File: config.mk
export PLATFORM = sky130hd
export DESIGN_NAME = sda_ram
export DESIGN_NICKNAME = d
export VERILOG_FILES = /design/src/sv/sda_ram.sv
export SDC_FILE = /design/constraint.sdc
export NUM_CORES = 1
export LEC_CHECK = 0
export ABC_AREA = 1
export BUFFER_PORTS_ARGS = -buffer_cell sky130_fd_sc_hd__buf_2
export CORE_ASPECT_RATIO = 1.1
export CORE_UTILIZATION = 45
export DETAILED_ROUTE_END_ITERATION = 16
export HOLD_SLACK_MARGIN = 0.06
export MAX_ROUTING_LAYER = met4
export PLACE_DENSITY_LB_ADDON = 0.3
export SYNTH_ARGS = -nofsm -noshare
export SYNTH_HDL_FRONTEND = slang
export SYNTH_SLANG_ARGS = --single-unit
File: constraint.sdc
create_clock -name clk -period 3.15 [get_ports clk]
set_input_delay 0.1575 -clock clk [delete_from_list [all_inputs] [get_ports clk]]
set_output_delay 0.1575 -clock clk [all_outputs]
set_load 0.01 [all_outputs]
File: src/sv/sda_ram.sv
// Generic simple RAM: one write port, two read ports with registered data.
// No dependencies.
module sda_ram #(
  parameter int unsigned WIDTH = 8,
  parameter int unsigned DEPTH = 16
) (
  input  logic                     clk,
  input  logic                     we,
  input  logic [$clog2(DEPTH)-1:0] waddr,
  input  logic [WIDTH-1:0]         wdata,
  input  logic [$clog2(DEPTH)-1:0] raddr0,
  input  logic [$clog2(DEPTH)-1:0] raddr1,
  output logic [WIDTH-1:0]         rdata0,
  output logic [WIDTH-1:0]         rdata1
);

  logic [WIDTH-1:0] mem [DEPTH];

  always_ff @(posedge clk) begin
    if (we) begin
      mem[waddr] <= wdata;
    end
    rdata0 <= mem[raddr0];
    rdata1 <= mem[raddr1];
  end

endmodule

* After elaboration in Yosys (flattened, before gate mapping)
Memory sizes are Yosys's and may differ from the RTL's. A register that Yosys moved wholly into a read port is not among the register bits. Index checks and enable logic that the tools add are counted.
Operators by class: multiplexer cells 2
Operators by type and width (number):
- 1-bit two-way mux | 2
Word-level totals: bits in registers 0, memory bits (writable) 128, input port bits 22, output and inout bits 16, word-level logic and storage cells 3, memories kept 1
Memory list:
- mem | depth 16, bits a word 8, read ports 2, clocked after Yosys merged registers in 2, wr ports 1, RTL line 17 | logic [WIDTH-1:0] mem [DEPTH];

* Longest topological paths before layout
depth after elaboration 2, depth in mapped cells 7, depth with buffers taken out 6

* Least setup slack after synthesis
No wires, ideal clock.
kind input to register, start input waddr[2], end memory mem[10][0] (enable), setup time 370 ps, arrival 738 ps, data required time 2780 ps, slack 2042 ps, stages 2, path buffers 0, cell sequence nand3b_1 nor2_1
RTL lines:
- from (decl) | RTL line 9 | input logic [$clog2(DEPTH)-1:0] waddr,
- to (decl) | RTL line 17
Straight into the memory's write port.

==> results.py <==
metrics = {
    "die": {
        "start_util": 0.461,
        "die-area_um2": 16600,
        "rows": 48,
        "ioPinCount": 38,
        "die_width_um": 123,
        "core_um2": 15700,
        "die_h_um": 135,
    },
    "clock_network": {
        "clock_latency_ps": 430,
        "clk_pin_slew_ps": 60,
        "ctsRootBufferMaster": "clkbuf_16",
        "ctsHoldBuffers": 0,
        "tritoncts": "built",
        "cts_num_sinks": 144,
        "clockBufferDepth": 2,
        "cts_buffers": 17,
        "cts_resized": 0,
        "cts_setup_buffers": 0,
        "ctsHtreeMaxLevel": 4,
    },
    "setup_path": {
        "worst_path_most_repeated_cell": "nand3_1",
        "crit_buf_inv": 2,
        "crit_path_end_kind": "flop",
        "slowest_delay_ps": 850,
        "cp_max_fo": 64,
        "cp_top_family": "buffers and inverters",
        "crit_chain": "buf_2 -> inv_2 -> nand2_1 -> nand3_1 -> nand3_1 -> nand3_1 -> nand2_1",
        "arrival_ps": 1720,
        "startpoint": "raddr1[0]",
        "criticalPathCategory": "primary input to flop",
        "cp_slowest_cell": "inv_2",
        "timing.rr.start": "mem[10][5]",
        "crit_path_start_kind": "primary input",
        "required_ps": 3460,
    },
    "route": {
        "routed_wl_um": 19800,
        "drtIter0Drc": 723,
        "drt-wirelength-per-cell_um": 18.4,
        "drtPass1Iterations": 5,
        "avgViaCountPerCell": 5.39,
        "ant_nets": 0,
        "drc": 0,
        "vias": 5807,
    },
    "global_routing": {
        "grt_pass1_vias": 5502,
        "grt_pass1_wl_um": 30600,
        "grt_overflow": 0,
        "gr-usage-all-layers": 0.265,
        "antenna_found_initial": 0,
        "grt_max_degree": 65,
    },
    "synthesis": {
        "yosysWarningCount": 0,
        "ys_seq_area_frac": 0.574,
        "synth-seq-cells": 144,
        "synthArstFlopShare": 0,
        "synth_cells": 851,
        "yosysTopAreaCellShare": 0.529,
        "yosys.area.top_type": "edfxtp_1",
        "synth_cell_type_count": 13,
        "synth_flop_cell": "edfxtp_1",
        "synth_area_leaders": "edfxtp_1 53%, nand3_1 16%, nand2_1 14%",
        "syn-num-nets": 873,
        "yosysMostFrequentCell": "nand2_1",
        "synthTopCellsByCount": "277 x nand2_1, 225 x nand3_1, 134 x inv_1",
        "syn_area_um2": 7260,
        "synth-edff-count": 128,
        "synth_area_per_cell_um2": 8.53,
    },
    "timing": {
        "clock-skew-final_ps": 6.07,
        "final-hold-violation-count": 0,
        "holdWs_ps": 118,
        "fmax_mhz": 711,
        "fin_tns_setup_ps": 0,
        "max_slew_margin": 0.206,
        "finalCritPeriodShare": 0.447,
        "tightest_slew_ps": 1190,
        "slew_viol_final": 0,
        "finalWorstSetupSlack_ps": 1740,
        "period_minus_slack_ps": 1410,
        "rsz0062_at_grt": "no",
        "setup_viol": 0,
    },
    "pwr": {
        "internal_power_uw": 3640,
        "peakVddDrop_v": 0.000412,
        "p_leak_uw": 0.00362,
        "cellPowerDensity_nw_per_um2": 587,
        "p_clk_frac": 0.454,
        "switching_share": 0.228,
        "seqPwrFrac": 0.457,
        "power_switching_uw": 1070,
        "combPwrFrac": 0.089,
    },
    "place": {
        "port_buffers": 37,
        "hpwl_um": 11700,
        "gp_congestion": 0.840,
        "pre_cts_ws_ps": 1340,
    },
    "job": {
        "maxCapViolCount": 0,
    },
    "layout": {
        "nets": 888,
        "drive_gt1_frac": 0.0854,
        "n_antenna_cell": 0,
        "fillers": 1483,
        "synthToLayoutAreaGrowth_pct": 10.7,
    },
    "worst_hold_path": {
        "hold_start": "wdata[1]",
        "hold_class": "primary input to flop",
    },
    "status": {
        "outcome": "complete, no violations",
    },
}
## power by group through the flow
stage	combinational (µW)	sequential (µW)	clock [µW]
2_1_floorplan	269	2200	0
3_3_place_gp	409	2200	0
3_5_place_dp	412	2200	0
4_1_cts	414	2160	2140
5_1_grt	461	2160	2230
6_report	419	2160	2140
## flip-flops by register name (all words and copies together) (netlist names)
name and count:
mem 128, rdata0 8, rdata1 8
## layout make-up
class / instances / area [µm²] / area share
Sequential cell: 144 / 4160 / 0.518
Multi-Input combinational cell: 521 / 2240 / 0.279
Inverter: 138 / 518 / 0.0644
Clock buffer: 18 / 429 / 0.0534
Tap cell: 200 / 250 / 0.0311
Timing Repair Buffer: 44 / 238 / 0.0296
Clock inverter: 13 / 194 / 0.0241
## cell families after synthesis
logic type / count (synthesis) / share of synthesized area
buf+inv: 186 / 0.117
flops: 144 / 0.574
simple gates: 521 / 0.309
## metal layers
metal  vias to the layer above  routed length [µm]  GRT usage
met4                         0                 586      0.120
met3                        54                1510     0.0450
li1                       2773                   -          -
met5                         -                   0          -
met1                      2691                8120      0.335
met2                       289                9590      0.415
## worst reg2reg max path, delay by kind of cell (launching register included)
family | cells | cell delay [ps]
AND/OR/NAND/NOR | 5 | 510
flip-flops | 1 | 360
buffers and inverters | 1 | 90
## layout by cell type (no fill, tap or decap), types with 2 or more instances in the layout
cell type   netlist  layout
nand2_1         277     277
nand3_1         225     225
inv_1           134     134
edfxtp_1        128     128
buf_2            26      37
nor2_1           17      17
clkbuf_16         0      17
dfxtp_1          16      16
buf_4             4       7
bufinv_16         0       5
inv_2             4       4
clkinv_1          0       3
clkinvlp_4        0       3
nand3b_1          2       2
clkinv_2          0       2
## through the flow
stage | cell area, µm² | power (µW) | util | instances
2_1_floorplan | 7260 | 2470 | - | 851
3_3_place_gp | 7410 | 2610 | 0.471 | 1047
3_5_place_dp | 7410 | 2610 | 0.471 | 1047
4_1_cts | 8040 | 4720 | 0.511 | 1078
5_1_grt | 8040 | 4850 | 0.511 | 1078
6_report | 8040 | 4720 | 0.511 | 1078
## final timing paths
check                            endpoint  slack (ps)  cells past startpoint
worst max register to register  rdata1[5]        2070                      6
worst max-delay path            rdata1[5]        1740                      7
worst min register to register  rdata0[6]         680                      6
worst min-delay path            mem[6][1]         120                      1
No activity file was read; power rests on OpenSTA's default activity.
