### src/sv/sda_pkg.sv
// Shared types and constants for the stable descending argsort unit.
// Holds the request/result payload structs and the sort sequencer control struct.
// No dependencies.
package sda_pkg;

  localparam int unsigned MAX_KEYS_DEF = 1024;
  localparam int unsigned KEY_W        = 32;
  localparam int unsigned INDEX_W      = 10;
  localparam int unsigned STATUS_W     = 2;

  // action codes
  localparam logic ACT_LOAD  = 1'b0;
  localparam logic ACT_FETCH = 1'b1;

  // status codes
  localparam logic [STATUS_W-1:0] STAT_OK      = 2'd0;
  localparam logic [STATUS_W-1:0] STAT_EMPTY   = 2'd1;
  localparam logic [STATUS_W-1:0] STAT_DROPPED = 2'd2;

  typedef struct packed {
    logic                    action;
    logic signed [KEY_W-1:0] key_value;
    logic                    final_key;
  } sda_req_t;

  typedef struct packed {
    logic [INDEX_W-1:0]      sorted_index;
    logic signed [KEY_W-1:0] sorted_key;
    logic                    last_rank;
    logic [STATUS_W-1:0]     status;
  } sda_rsp_t;

  // status of the merge sequencer as seen by the top level
  typedef struct packed {
    logic busy;     // a pass is running, sequencer owns the buffers
    logic done;     // one-cycle pulse when the order is complete
    logic src_sel;  // buffer holding the current source (0 = A, 1 = B)
    logic wr_en;    // write of one merged entry into the other buffer
  } sda_sort_ctl_t;

endpackage

### src/sv/sda_merge_seq.sv
// Bottom-up merge sequencer with one shared signed key comparator.
// Ping-pongs {key, index} entries between two buffers; uses sda_pkg.
module sda_merge_seq #(
  parameter int unsigned MAX_KEYS = sda_pkg::MAX_KEYS_DEF
) (
  input  logic                                           clk,
  input  logic                                           rst,
  input  logic                                           start,
  input  logic [$clog2(MAX_KEYS+1)-1:0]                  count,
  input  logic [sda_pkg::KEY_W+$clog2(MAX_KEYS)-1:0]     head_l,
  input  logic [sda_pkg::KEY_W+$clog2(MAX_KEYS)-1:0]     head_r,
  output logic [$clog2(MAX_KEYS)-1:0]                    rd_addr_l,
  output logic [$clog2(MAX_KEYS)-1:0]                    rd_addr_r,
  output logic [$clog2(MAX_KEYS)-1:0]                    wr_addr,
  output logic [sda_pkg::KEY_W+$clog2(MAX_KEYS)-1:0]     wr_data,
  output sda_pkg::sda_sort_ctl_t                         ctl
);

  localparam int unsigned IDX_W = $clog2(MAX_KEYS);
  localparam int unsigned CNT_W = $clog2(MAX_KEYS+1);
  localparam int unsigned SW    = CNT_W + 2;
  localparam int unsigned ENT_W = sda_pkg::KEY_W + IDX_W;

  typedef enum logic [2:0] {
    M_IDLE  = 3'b001,
    M_SETUP = 3'b010,
    M_MERGE = 3'b100
  } mstate_t;

  mstate_t       state, state_next;
  logic [SW-1:0] n, n_next;
  logic [SW-1:0] w, w_next;
  logic [SW-1:0] base, base_next;
  logic [SW-1:0] pl, pl_next;
  logic [SW-1:0] pr, pr_next;
  logic [SW-1:0] mid, mid_next;
  logic [SW-1:0] hi, hi_next;
  logic [SW-1:0] po, po_next;
  logic          src, src_next;
  logic          done, done_next;

  logic [SW-1:0] w_dbl, base_w, base_2w, mid_c, hi_c, po_inc;
  logic          l_ok, r_ok, take_r, wr_en;

  assign w_dbl   = w << 1;
  assign base_w  = base + w;
  assign base_2w = base + w_dbl;
  assign mid_c   = (base_w < n) ? base_w : n;
  assign hi_c    = (base_2w < n) ? base_2w : n;
  assign po_inc  = po + SW'(1);

  // left run wins ties, which keeps equal keys in index order
  assign l_ok   = pl < mid;
  assign r_ok   = pr < hi;
  assign take_r = !l_ok || (r_ok && ($signed(head_r[ENT_W-1 -: sda_pkg::KEY_W]) >
                                     $signed(head_l[ENT_W-1 -: sda_pkg::KEY_W])));

  always_comb begin
    state_next = state;
    n_next     = n;
    w_next     = w;
    base_next  = base;
    pl_next    = pl;
    pr_next    = pr;
    mid_next   = mid;
    hi_next    = hi;
    po_next    = po;
    src_next   = src;
    done_next  = 1'b0;
    wr_en      = 1'b0;
    unique case (state)
      M_IDLE: begin
        if (start) begin
          n_next    = SW'(count);
          w_next    = SW'(1);
          base_next = '0;
          src_next  = 1'b0;
          if (count <= CNT_W'(1)) begin
            done_next = 1'b1;
          end else begin
            state_next = M_SETUP;
          end
        end
      end
      M_SETUP: begin
        pl_next    = base;
        pr_next    = mid_c;
        mid_next   = mid_c;
        hi_next    = hi_c;
        po_next    = base;
        state_next = M_MERGE;
      end
      M_MERGE: begin
        wr_en   = 1'b1;
        po_next = po_inc;
        if (take_r) begin
          pr_next = pr + SW'(1);
        end else begin
          pl_next = pl + SW'(1);
        end
        if (po_inc == hi) begin
          state_next = M_SETUP;
          base_next  = base_2w;
          if (base_2w >= n) begin
            w_next    = w_dbl;
            base_next = '0;
            src_next  = !src;
            if (w_dbl >= n) begin
              state_next = M_IDLE;
              done_next  = 1'b1;
            end
          end
        end
      end
      default: state_next = M_IDLE;
    endcase
  end

  always_ff @(posedge clk) begin
    if (rst) begin
      state <= M_IDLE;
      src   <= 1'b0;
      done  <= 1'b0;
    end else begin
      state <= state_next;
      src   <= src_next;
      done  <= done_next;
    end
    n    <= n_next;
    w    <= w_next;
    base <= base_next;
    pl   <= pl_next;
    pr   <= pr_next;
    mid  <= mid_next;
    hi   <= hi_next;
    po   <= po_next;
  end

  // read ahead on the next pointers so the heads are current each cycle
  assign rd_addr_l = pl_next[IDX_W-1:0];
  assign rd_addr_r = pr_next[IDX_W-1:0];
  assign wr_addr   = po[IDX_W-1:0];
  assign wr_data   = take_r ? head_r : head_l;

  assign ctl.busy    = (state != M_IDLE);
  assign ctl.done    = done;
  assign ctl.src_sel = src;
  assign ctl.wr_en   = wr_en;

endmodule

### config.mk
export PLATFORM = sky130hd
export DESIGN_NAME = sda_merge_seq
export DESIGN_NICKNAME = d
export VERILOG_FILES = /design/src/sv/sda_pkg.sv /design/src/sv/sda_merge_seq.sv
export SDC_FILE = /design/constraint.sdc
export NUM_CORES = 1
export LEC_CHECK = 0
export BUFFER_PORTS_ARGS = -buffer_cell sky130_fd_sc_hd__buf_4
export CAP_MARGIN = 5
export CORE_MARGIN = 10
export CORE_UTILIZATION = 54
export DETAILED_ROUTE_END_ITERATION = 8
export GPL_TIMING_DRIVEN = 0
export PLACE_DENSITY = 0.81
export SYNTH_ARGS = -nofsm -noshare
export SYNTH_HDL_FRONTEND = slang
export SYNTH_SLANG_ARGS = --single-unit
### constraint.sdc
create_clock -name clk -period 5.3 [get_ports clk]
set_input_delay 1.06 -clock clk [delete_from_list [all_inputs] [get_ports clk]]
set_output_delay 1.06 -clock clk [all_outputs]
set_load 0.01 [all_outputs]
After elaboration in Yosys (flattened, before gate mapping)
Cells that the tools add are included.

word-level totals
  bits in writable memories = 0
  flip-flop bits (word level) = 107
  ROM bits = 0
  bits in latches = 0
  word-level logic and storage cells = 83
  output and inout port bits = 76
  memories kept = 0

cells by class
  div/mod/pow operators = 0
  equality and inequality tests = 11
  magnitude comparators = 8
  muxes and demuxes = 33
  add/subtract/negate cells = 5
  bitwise logic cells = 0
  shifts and indexed selects = 0
  reductions and logical operators = 12
  multipliers = 0

operator list
  kind                                                              number
  case mux 13 bit (2 select lines)                                  5
  two-way mux 13 bit                                                9
  two-way mux 42 bit                                                1
  adder 13 x 1 -> 13 bit (second input constant)                    3
  greater-than comparator 32 bit                                    1
  adder 13 bit                                                      2
  >= comparator 13 x 11 -> 1 bit                                    2
  < comparator 13 x 11 -> 1 bit                                     2
  < comparator 13 bit                                               2
  == test 13 bit                                                    1
  != test 2 bit (second input constant)                             6
  less-or-equal comparator 11 x 1 -> 1 bit (second input constant)  1
  two-way mux 11 bit                                                1
  two-way mux 1 bit                                                 9
  two-way mux 3 bit                                                 3
  case mux 3 bit (3 select lines)                                   1
  AND reduction 2 bit                                               3
  AND reduction 3 bit                                               2
  two-way mux 2 bit                                                 2
  case mux 1 bit (2 select lines)                                   2
  AND reduction 4 bit                                               1
  nonzero test 2 bit                                                2
  == test 3 x 1 -> 1 bit (second input constant)                    1
  == test 3 x 2 -> 1 bit (second input constant)                    1
  other kinds (5)                                                   6

Depth between registers and ports, before layout
  depth in word-level cells = 5
  depth in mapped cells = 18

Worst setup path before layout
No wires, ideal clock.

  kind = register -> output
  start point = register w[1]
  end point = output rd_addr_r[9]
  data arrival time = 3.814 ns
  cell stages (with the launch flop) = 17
  slack = 0.426 ns
  buffers on the path = 2
  cells stage by stage = edfxtp_1 ha_1 a21oi_1 a2bb2oi_1 a21oi_1 a21o_1 a211o_1 and3_1 ha_1 a21o_1 a211oi_1 o21ai_0 nand4bb_1 buf_2 mux2_4 a221o_1 buf_4

on the way
  cells in the longest elaborated chain, start to end = 4

ends and longest elaborated chain
  item                                  line                  RTL
  from (decl)                           sda_merge_seq.sv:32   logic [SW-1:0] w, w_next;
  from (signal assigned)                sda_merge_seq.sv:130  w <= w_next;
  adder 13 bit (*)                      sda_merge_seq.sv:46   assign base_w = base + w;
  < comparator 13 x 11 -> 1 bit         sda_merge_seq.sv:48   assign mid_c = (base_w < n) ? base_w : n;
  two-way mux 13 bit (*)                sda_merge_seq.sv:48
  via mid_c[9]                          sda_merge_seq.sv:42   logic [SW-1:0] w_dbl, base_w, base_2w, mid_c, hi_c, po_inc;
  case mux 13 bit (2 select lines) (*)  sda_merge_seq.sv:71   unique case (state)
  to (decl)                             sda_merge_seq.sv:13   output logic [$clog2(MAX_KEYS)-1:0] rd_addr_r,

Mark *: on every way through the listed nets, which the timed path passes. The rest lies on a longest branch.

Worst setup path in the final report
  start point = register base[1]
  end point = output rd_addr_r[4]

on the way
  cells in the longest elaborated chain, start to end = 4

ends and longest elaborated chain
  item                                  line                  RTL
  from (decl)                           sda_merge_seq.sv:33   logic [SW-1:0] base, base_next;
  from (signal assigned)                sda_merge_seq.sv:131  base <= base_next;
  adder 13 bit (*)                      sda_merge_seq.sv:46
  < comparator 13 x 11 -> 1 bit         sda_merge_seq.sv:48
  two-way mux 13 bit (*)                sda_merge_seq.sv:48
  via mid_c[4]                          sda_merge_seq.sv:42
  case mux 13 bit (2 select lines) (*)  sda_merge_seq.sv:71

Marks and branches as above.

==> impl_metrics.ini <==
[run_status]
outcome = complete, but fails checks
violations = setup timing

[sta]
worst_slew_margin_rel_pct = 36.56
fin_setup_tns_ns = -1.295
skew_ns = 0.009816
drv_slew = 0
setup_violations = 10
hold_viol_final = 0
tightest_slew_ns = 0.9515
period_needed_ns = 5.488
timing.final.ws_setup_ns = -0.1876
period_share_pct = 103.5
rsz0062_at_grt = yes
fmax_ghz = 0.1822
worst_hold_slack_ns = 0.5752

[floorplanning]
die_h_microns = 148.1
num_rows = 46
die_area_sq_um = 21940
die_x_microns = 148.1
core_sq_um = 16000
ios = 174
start_util_pct = 55.40

[critical_path]
crit_type = flip-flop to output port
cp-start-kind = flip-flop
crit_fanout = 5
worstPathArrival_ns = 4.43
endpoint_kind = output port
required_ns = 4.24

[yosys]
synth-simple-area-share_pct = 15.77
synth_edf_count = 82
ys_ff_latch = 107
synthMuxAreaShare_pct = 2.894
ys_seq_area_share_pct = 33.43
netlist_area_sq_um = 8864
syn_inst = 967
synth_flop_cell = edfxtp_1
synthArstFlopShare_pct = 0
synth_compound_area_share_pct = 17.53
synthDistinctLibCells = 74
synthXorXnorAreaFrac_pct = 5.675
synth_area_per_cell_sq_um = 9.166
synthAdderAreaFrac_pct = 16.40
yosys_warnings = 0
synth_top_family_by_area = compound AO/OA/AOI/OAI gates

[pwr]
p_per_area_nw_per_um2 = 319.7
p_total_mw = 3.596
ir_worst_vdd_mv = 0.3000
p_leak_nw = 5.268

[clock_tree]
clk_pin_slew_worst_paths_ns = 0.07
cts_root_buffer = clkbuf_16
cts-htree-levels = 3
cts_buffer_depth = 2
cts_tree = done
clk_latency_ns = 0.36
cts_num_sinks = 107
cts-buffers-inserted = 9

[global_routing]
grt_pass1_vias = 8140
busiest_layer = met2
antenna_found_initial = 0
met1_usage_pct = 30.31
grt_overflow = 0
grt_pass1_wl_microns = 44220
use_met2_pct = 42.84
grt_max_degree = 36
met3_usage_pct = 6.311
grt.total_usage_pct = 25.21

[cells_and_area]
drive_above_1_share_pct = 26.65
diodes = 0
fin_nets = 1390
final_util_pct = 70.28
area_growth_pct = 26.88

[route]
drt_wl_total_microns = 28880
ant_nets = 0
wl_per_cell_microns = 20.66
via_per_inst = 5.890
drc_errors = 0
vias = 8234
drt_iter0_markers = 930
drt_pass1_iterations = 7

[flow_run]
drv_cap = 0

[placement]
place_hpwl_microns = 22280
place_ws_ns = -0.5034
gp_congestion = 0.9695
port-buffer-count = 173

[hold_path]
min_path_type = flip-flop to flip-flop
-- cells in the mapped netlist, types with 3 or more instances --
library cell	number	area (sq um)
nor2_1	34	127.6
a221o_1	5	50.05
o211a_1	4	40.04
nor4_1	8	50.05
nand2_1	118	442.9
buf_4	34	255.2
o211ai_1	11	82.58
xor2_1	15	131.4
mux2_4	3	45.04
clkbuf_1	19	71.32
a211oi_1	8	60.06
ha_1	113	1414
nand2b_1	5	31.28
and3_1	9	56.30
dfxtp_1	25	500.5
o21ai_0	71	355.3
o311ai_1	12	105.1
a31oi_1	4	25.02
a21boi_0	3	22.52
nor3b_1	3	22.52
nand4_1	16	100.1
or2_2	5	31.28
a21oi_1	46	230.2
nor2b_1	7	43.79
a21o_1	23	172.7
mux2_1	6	67.56
inv_1	92	345.3
edfxtp_1	82	2462
buf_2	5	25.02
a211o_1	7	61.31
o21a_1	8	60.06
or3_1	5	31.28
xnor3_1	6	135.1
and2_1	24	150.1
nor3_1	14	70.07
nand3_1	33	165.2
xnor2_1	27	236.5
mux2_2	11	123.9
-- stage by stage --
| step | area (sq um) | std cells |
|---|---|---|
| after floorplan | 8882 | 972 |
| after global placement | 10450 | 1361 |
| after detailed placement | 10460 | 1362 |
| after CTS | 11080 | 1399 |
| after global routing | 11250 | 1398 |
| final | 11250 | 1398 |
-- layout make-up --
cell class	instances	area (sq um)
clock inverter	4	41.29
fill	1228	4755
clock buffer	12	246.5
sequential	107	2963
timing repair buffer	204	1598
tap	216	270.3
buffer	50	322.8
multi-input combinational	712	5451
inverter	93	352.8
-- critical path, cell delays in order (launching register included) --
cell and delay [ns]:
edfxtp_1 0.46, buf_6 0.14, clkinvlp_4 0.09, fa_2 0.38, nor2b_2 0.13, o31a_1 0.21
o21a_1 0.14, nor2_1 0.05, xnor2_1 0.20, ha_1 0.28, a211oi_1 0.29, o21a_1 0.22
o21ai_1 0.08, nand4bb_4 0.30, buf_8 0.20, mux2_4 0.34, a221o_1 0.41, buf_6 0.14
-- final timing paths --
check                             start            to  slack (ns)  cells past startpoint
worst min register to register      src           src        0.58                      2
worst min-delay path                src           src        0.58                      2
worst max-delay path            base[1]  rd_addr_r[4]       -0.19                     17
worst max register to register  base[1]          w[8]        0.26                     14
-- cell usage in the layout (no fill, tap or decap), drive strengths merged, types with 4 or more instances in the layout --
cell    netlist  routed
nand2b        5       5
or2           5       5
o211ai       12      12
a21o         23      23
and2         24      24
xor2         15      15
buf          41     234
a211o         7       7
a221o         5       5
nand3        33      33
o311ai       12      12
o21a          8       8
inv          93      92
nand4        16      16
a211oi        8       8
dfxtp        25      25
o211a         4       4
or3           5       5
nor4          9       9
nor2         34      34
xnor3         6       6
xnor2        27      27
mux2         20      20
a21oi        47      47
nand2       118     118
o21ai        72      72
clkbuf       19      32
ha          113     113
conb          1       6
a31oi         4       4
nor2b         7       7
nor3         14      14
and3          9       9
edfxtp       82      82
-- kinds of logic after synthesis --
kind of cell / Yosys count
buffers and inverters: 153
DFF: 107
and+or+nand+nor: 288
other: 1
AOI/OAI and AO/OA: 233
adders and majority gates: 115
muxes: 22
xor gates and xnor gates: 48
-- registers in the layout (all words and copies together), names as in the netlist --
register / cells
mid: 13
po: 13
done: 1
pl: 13
n: 11
state: 3
src: 1
hi: 13
w: 13
base: 13
pr: 13
-- report_power, final --
part | internal [mW] | switching, mW
Sequential | 1.04 | 0.164
Clock | 0.376 | 0.310
Combinational | 0.839 | 0.868
Total | 2.25 | 1.34
-- routing by layer --
metal | vias to the layer above | part of all wire [%]
met5 | - | 0
met4 | 0 | 3.2
met3 | 69 | 9.2
met2 | 433 | 48
met1 | 3841 | 40
li1 | 3891 | -
-- repair_timing --
item	4_1_cts	5_1_grt
hold buffers	0	0
cloned	1	0
resized for setup	34	39
setup buffers	23	6
setup endpoints to repair	10	49
endpoints found under the hold margin	0	0
pin swaps	25	23
(Power assumes the default switching activity.)
